## src/hw/rtl/c3dc_pkg.sv

```systemverilog
package c3dc_pkg;

   localparam int MAX_WIDTH    = 1024;
   localparam int COL_BITS     = $clog2(MAX_WIDTH);
   localparam int HEIGHT_LIMIT = 1024;
   localparam int ROW_BITS     = 10;
   localparam int DIM_BITS     = 11;
   localparam int WCMP_BITS    = (COL_BITS + 1 > DIM_BITS) ? COL_BITS + 1 : DIM_BITS;
   localparam int HCMP_BITS    = DIM_BITS;
   localparam int COEF_BITS    = 16;
   localparam int PIX_BITS     = 8;
   localparam int PROD_BITS    = COEF_BITS + PIX_BITS + 1;
   localparam int SUM_BITS     = PROD_BITS + 4;
   localparam int DVS_BITS     = 16;
   localparam int DIV_BITS     = SUM_BITS + DVS_BITS;
   localparam int COEF_ROW_BITS = 48;
   localparam int TAPS         = 9;
   localparam int TAP_BITS     = 4;
   localparam int QBITS        = 8;
   localparam int QBIT_BITS    = 3;
   localparam int CSR_ADDR_BITS = 6;
   localparam int CSR_DATA_BITS = 64;

   typedef enum logic [2:0] {
      REG_COEF_TOP = 3'd0,
      REG_COEF_MID = 3'd1,
      REG_COEF_BOT = 3'd2,
      REG_DIVISOR  = 3'd3,
      REG_WIDTH    = 3'd4,
      REG_HEIGHT   = 3'd5
   } reg_index_type;

   typedef struct packed {
      logic                 accept;
      logic                 update;
      logic                 mac_en;
      logic [TAP_BITS-1:0]  tap;
      logic                 div_init;
      logic                 div_step;
      logic [QBIT_BITS-1:0] div_bit;
      logic                 load_out;
      logic                 clear_en;
      logic [COL_BITS-1:0]  clear_addr;
   } cmd_type;

   typedef struct packed {
      logic produce;
      logic div_early;
      logic out_free;
   } sts_type;

   function automatic logic signed [COEF_BITS-1:0] coef_slot(
      input logic [COEF_ROW_BITS-1:0] row,
      input logic [1:0]               slot
   );
      coef_slot = $signed(row[slot*16 +: COEF_BITS]);
   endfunction

endpackage

```

## src/hw/rtl/c3dc_ctrl.sv

```systemverilog
module c3dc_ctrl
   import c3dc_pkg::*;
(
   input  logic    clock,
   input  logic    reset,
   input  logic    req_tvalid,
   output logic    req_tready,
   input  sts_type sts,
   output cmd_type cmd
);

   typedef enum logic [2:0] {
      ST_CLEAR,
      ST_IDLE,
      ST_READ,
      ST_MAC,
      ST_DIV_INIT,
      ST_DIV,
      ST_OUT
   } state_type;

   state_type            state_ff, state_in;
   logic [COL_BITS-1:0]  clear_ff, clear_in;
   logic [TAP_BITS-1:0]  tap_ff, tap_in;
   logic [QBIT_BITS-1:0] bit_ff, bit_in;

   always_comb begin
      state_in = state_ff;
      clear_in = clear_ff;
      tap_in   = tap_ff;
      bit_in   = bit_ff;
      cmd      = '0;
      cmd.tap        = tap_ff;
      cmd.div_bit    = bit_ff;
      cmd.clear_addr = clear_ff;
      req_tready = 1'b0;
      unique case (state_ff)
         ST_CLEAR: begin
            cmd.clear_en = 1'b1;
            clear_in = clear_ff + 1'b1;
            if (clear_ff == COL_BITS'(MAX_WIDTH - 1)) begin
               state_in = ST_IDLE;
            end
         end
         ST_IDLE: begin
            req_tready = 1'b1;
            if (req_tvalid) begin
               cmd.accept = 1'b1;
               state_in = ST_READ;
            end
         end
         ST_READ: begin
            cmd.update = 1'b1;
            tap_in = '0;
            state_in = sts.produce ? ST_MAC : ST_IDLE;
         end
         ST_MAC: begin
            cmd.mac_en = 1'b1;
            tap_in = tap_ff + 1'b1;
            if (tap_ff == TAP_BITS'(TAPS - 1)) begin
               state_in = ST_DIV_INIT;
            end
         end
         ST_DIV_INIT: begin
            cmd.div_init = 1'b1;
            bit_in = QBIT_BITS'(QBITS - 1);
            state_in = sts.div_early ? ST_OUT : ST_DIV;
         end
         ST_DIV: begin
            cmd.div_step = 1'b1;
            bit_in = bit_ff - 1'b1;
            if (bit_ff == '0) begin
               state_in = ST_OUT;
            end
         end
         ST_OUT: begin
            if (sts.out_free) begin
               cmd.load_out = 1'b1;
               state_in = ST_IDLE;
            end
         end
         default: state_in = ST_IDLE;
      endcase
   end

   always_ff @(posedge clock) begin
      if (reset) begin
         state_ff <= ST_CLEAR;
         clear_ff <= '0;
         tap_ff   <= '0;
         bit_ff   <= '0;
      end else begin
         state_ff <= state_in;
         clear_ff <= clear_in;
         tap_ff   <= tap_in;
         bit_ff   <= bit_in;
      end
   end

endmodule

```

## config.mk

```make
export PLATFORM = sky130hd
export DESIGN_NAME = c3dc_ctrl
export DESIGN_NICKNAME = d
export VERILOG_FILES = /design/src/hw/rtl/c3dc_pkg.sv /design/src/hw/rtl/c3dc_ctrl.sv
export SDC_FILE = /design/constraint.sdc
export NUM_CORES = 1
export LEC_CHECK = 0
export BUFFER_PORTS_ARGS = -buffer_cell sky130_fd_sc_hd__buf_2
export CAP_MARGIN = 20
export CORE_MARGIN = 5
export CORE_UTILIZATION = 54
export CTS_BUF_LIST = sky130_fd_sc_hd__clkbuf_4 sky130_fd_sc_hd__clkbuf_8 sky130_fd_sc_hd__clkbuf_16
export DETAILED_ROUTE_END_ITERATION = 10
export GPL_ROUTABILITY_DRIVEN = 0
export HOLD_SLACK_MARGIN = 0.02
export PLACE_DENSITY_LB_ADDON = 0.3
export RECOVER_POWER = 25
export SKIP_CTS_REPAIR_TIMING = 1
export SYNTH_ARGS = -nofsm -noshare
export SYNTH_HDL_FRONTEND = slang
export SYNTH_SLANG_ARGS = --single-unit
```

## constraint.sdc

```tcl
create_clock -name clock -period 4.3 [get_ports clock]
set_input_delay 0.43 -clock clock [delete_from_list [all_inputs] [get_ports clock]]
set_output_delay 0.43 -clock clock [all_outputs]
set_load 0.005 [all_outputs]
```

Word-level counts from Yosys, hierarchy flattened --
Cells that the tools add are included.
Operators by class: equality and inequality tests 13, $add $sub $neg 3, reductions and logical operators 5, muxes and demuxes 20
Operators with widths (count):
- $pmux W3 S7 | 1
- $mux W3 | 5
- $add A10 B1 Y10 const B | 1
- $eq A10 B10 Y1 const B | 1
- $mux W1 | 10
- $ne A2 B2 Y1 const B | 5
- $eq A3 B3 Y1 const B | 3
- $pmux W4 S2 | 1
- $eq A3 B2 Y1 const B | 2
- $logic_not A3 Y1 | 2
- $pmux W3 S2 | 1
- $reduce_and A5 Y1 | 1
- $add A4 B1 Y4 const B | 1
- $eq A4 B4 Y1 const B | 1
- $mux W2 | 2
- $reduce_bool A2 Y1 | 2
- $eq A3 B1 Y1 const B | 1
- $sub A3 B1 Y3 const B | 1
Word-level totals: output and inout port bits 25, register bits 20, bits of input ports 6, word-level logic and storage cells 45

Depth between registers and ports, before layout --
depth in word-level cells 3, gate-level depth with buffers 5, mapped depth without buffers 5

Worst setup path after synthesis --
Ideal clock, no wire load.
path kind flip-flop to flip-flop, start reg clear_ff[0], end reg clear_ff[6], cell stages (with the launch flop) 6, required time 4230 ps, data arrival time 1645 ps, buffers on the path 1, setup time 70 ps, clock period less this slack 1715 ps, slack 2585 ps, cell sequence dfxtp_1 > ha_1 > or4b_1 > clkbuf_2 > or4_1 > a21oi_1
On the way: cells in the longest elaborated chain, start to end 1
Ends and longest elaborated chain:
- start, declared | line c3dc_ctrl.sv:23 | logic [COL_BITS-1:0] clear_ff, clear_in;
- start signal, assigned | line c3dc_ctrl.sv:94 | clear_ff <= clear_in;
- $add A10 B1 Y10 | line c3dc_ctrl.sv:40 | clear_in = clear_ff + 1'b1;
No other way between the ends. A chain may end at the register's enable or synchronous reset.

==> flow_summary_export.csv <==
group,metric,value,unit
worst_setup_path,start_kind,"flop",
global_routing,grt_pass1_wl,3760,µm
logic_synthesis,muxShareOfSynthArea,2.09,%
logic_synthesis,synth_compound_area_share,18.2,%
layout,final_common_cell,"buf_2",
logic_synthesis,syn_area_per_cell,8.29,µm²
routing,wl_per_cell,12.2,µm
logic_synthesis,synth_seq_cells,20,
die,die_w,54.7,µm
logic_synthesis,synth-edff-count,0,
logic_synthesis,synth_cell_types,38,
logic_synthesis,yosys_warnings,0,
logic_synthesis,synthCells,130,
global_routing,grt_start_max_net_pins,25,
placed_design,pre_cts_slack,2.50,ns
power,total_power,0.314,mW
power,ir_drop,183,µV
routing,dr.pass1.iters,4,
cts,clock_path_buffers,2,
logic_synthesis,synth_top_family_by_area,"simple AND/OR/NAND/NOR gates",
logic_synthesis,synth_top_area_share,37.2,%
logic_synthesis,synth_async_sr_flop_share,0,%
logic_synthesis,synth_area_leader_cell,"dfxtp_1",
status,outcome,"completed",
cts,h-tree-depth,1,
layout,final_cells,185,
timing,rsz0062_at_grt,"no",
timing,hold_ws,0.448,ns
worst_setup_path,critPathBufInv,1,
power,p_leak,0.507,nW
logic_synthesis,syn_nets,141,
worst_setup_path,endpoint_kind,"primary output",
die,start_util,56.1,%
run,drv_cap,0,
global_routing,grt_usage,16.9,%
timing,skew,0.00420,ns
timing,slew_headroom,67.7,%
placed_design,io_buffers,30,
die,fp.dieH,54.7,µm
logic_synthesis,synthAdderAreaFrac,5.81,%
worst_setup_path,path_max_fanout,17,
timing,setup_tns,0,ns
cts,cts_tree,"done",
routing,vias,1024,
timing,max_freq,0.487,GHz
cts,cts-buffers-inserted,3,
logic_synthesis,synth.area.top_cells,"dfxtp_1, ha_1, a21oi_1",
cts,worstSkewPairLatency,0.30,ns
logic_synthesis,synth-seq-area-share,37.2,%
logic_synthesis,synthSimpleGateAreaFrac,30.1,%
routing,drt_iter0_drc,31,
worst_setup_path,critPathMaxStageDelay,0.61,ns
routing,via_per_inst,5.54,
timing,slew_viol_final,0,
cts,clk_pin_slew,0.11,ns
timing,fin_crit_sh,47.8,%
worst_setup_path,cp.required,3.87,ns
placed_design,dp_hpwl,1690,µm
placed_design,dp.cells,181,
power,cellPowerDensity,247,nW/µm²
layout,final_area,1270,µm²
logic_synthesis,synth_ff_type,"dfxtp_1",
layout,diodes,0,
worst_hold_path,hold_class,"in2reg",
logic_synthesis,synth-xor-area-share,1.63,%
layout,layout_common_cells,"buf_2, dfxtp_1, a21oi_1",
worst_setup_path,cp_top_family,"flip-flops",
routing,ant_nets,0,
worst_setup_path,cp.arrival,1.62,ns
timing,fin_ws,2.25,ns
global_routing,grt_pass1_vias,902,
global_routing,overflow,0,
timing,hold_violations,0,
worst_setup_path,cpMaxStageDelayCell,"dfxtp_1",
die,rows,16,
routing,drc,0,
routing,drt-total-wl,2260,µm
logic_synthesis,syn-cell-area,1080,µm²
die,core_area,1920,µm²
die,die_area,2990,µm²
layout,areaGrowthSynthToFinish,17.7,%
cts,clockRootBuffer,"clkbuf_4",
timing,worst_slew_pin_slew,0.484,ns
timing,setup_viol,0,
layout,drive_above_1_share,20.3,%
global_routing,antenna_found_initial,0,
worst_setup_path,cp_cell_sequence,"nor2b_1 > and2_1 > buf_2",
die,pin_count,31,
placed_design,dpl_cell_area,1240,µm²
worst_setup_path,criticalPathCategory,"reg2out",
cts,cts_sinks,20,
layout,layout.nets,170,
timing,fin_crit,2.05,ns
layout,post-route-util,66.0,%
==> worst reg2reg max path: cells and delay by family, from the launching register on <==
kind	cells	cell delay (ns)
AO/OA/AOI/OAI	1	0.17
adder cells (fa/ha/maj)	1	0.19
flip-flops	1	0.42
AND/OR/NAND/NOR	2	0.98
==> registers in the layout, summed over array words and instances, names as in the netlist <==
signal    count
state_ff      3
clear_ff     10
tap_ff        4
bit_ff        3
==> cells by family (layout without fill, tap and decap cells) <==
kind of cell	after synthesis	after routing
and+or+nand+nor	56	56
AOI/OAI and AO/OA	31	31
DFF	20	20
buffers and inverters	14	42
adders and majority gates	5	5
xor gates and xnor gates	2	2
muxes	2	2
==> area by class of cell <==
class | instances | area [µm²]
Clock buffer | 4 | 36.3
Fill cell | 172 | 654
Inverter | 8 | 30.0
Multi-Input combinational cell | 96 | 623
Sequential cell | 20 | 400
Tap cell | 27 | 33.8
Timing Repair Buffer | 30 | 144
==> cells in the mapped netlist, types with 2 or more instances <==
| cell type | n |
|---|---|
| nand2b_1 | 4 |
| a211oi_1 | 2 |
| clkbuf_1 | 4 |
| nor3_1 | 2 |
| o31ai_1 | 2 |
| nand2_1 | 9 |
| inv_1 | 8 |
| and2_1 | 4 |
| nand3_1 | 4 |
| or3_1 | 5 |
| ha_1 | 5 |
| dfxtp_1 | 20 |
| nor2_1 | 9 |
| nor2b_1 | 6 |
| a21oi_1 | 12 |
| or4_1 | 2 |
| o21ai_0 | 7 |
| mux2_2 | 2 |
| nand4b_1 | 2 |
| nand3b_1 | 2 |
| a311oi_1 | 2 |
==> per-layer routing <==
layer	vias up	part of all wire, %	GRT usage [%]
li1	524	-	-
met1	473	48	22.3
met2	23	47	27.4
met3	4	4.4	2.45
met4	0	1.0	6.22
met5	-	0	0
==> power breakdown <==
group	switching, mW	internal, mW
combinational	0.00843	0.00671
sequential	0.00334	0.188
clock	0.0558	0.0516
==> path summary, 6_finish.rpt <==
path | from | end | slack, ns | depth (start not counted)
setup / recovery | state_ff[2]$_SDFFE_PP0P_ | cmd[15] | 2.25 | 3
hold / removal | sts[0] | state_ff[2]$_SDFFE_PP0P_ | 0.45 | 4
setup reg to reg | clear_ff[0]$_SDFFE_PP0P_ | clear_ff[6]$_SDFFE_PP0P_ | 2.47 | 4
hold reg to reg | clear_ff[8]$_SDFFE_PP0P_ | clear_ff[8]$_SDFFE_PP0P_ | 0.51 | 2
No activity file was read; power rests on OpenSTA's default activity.
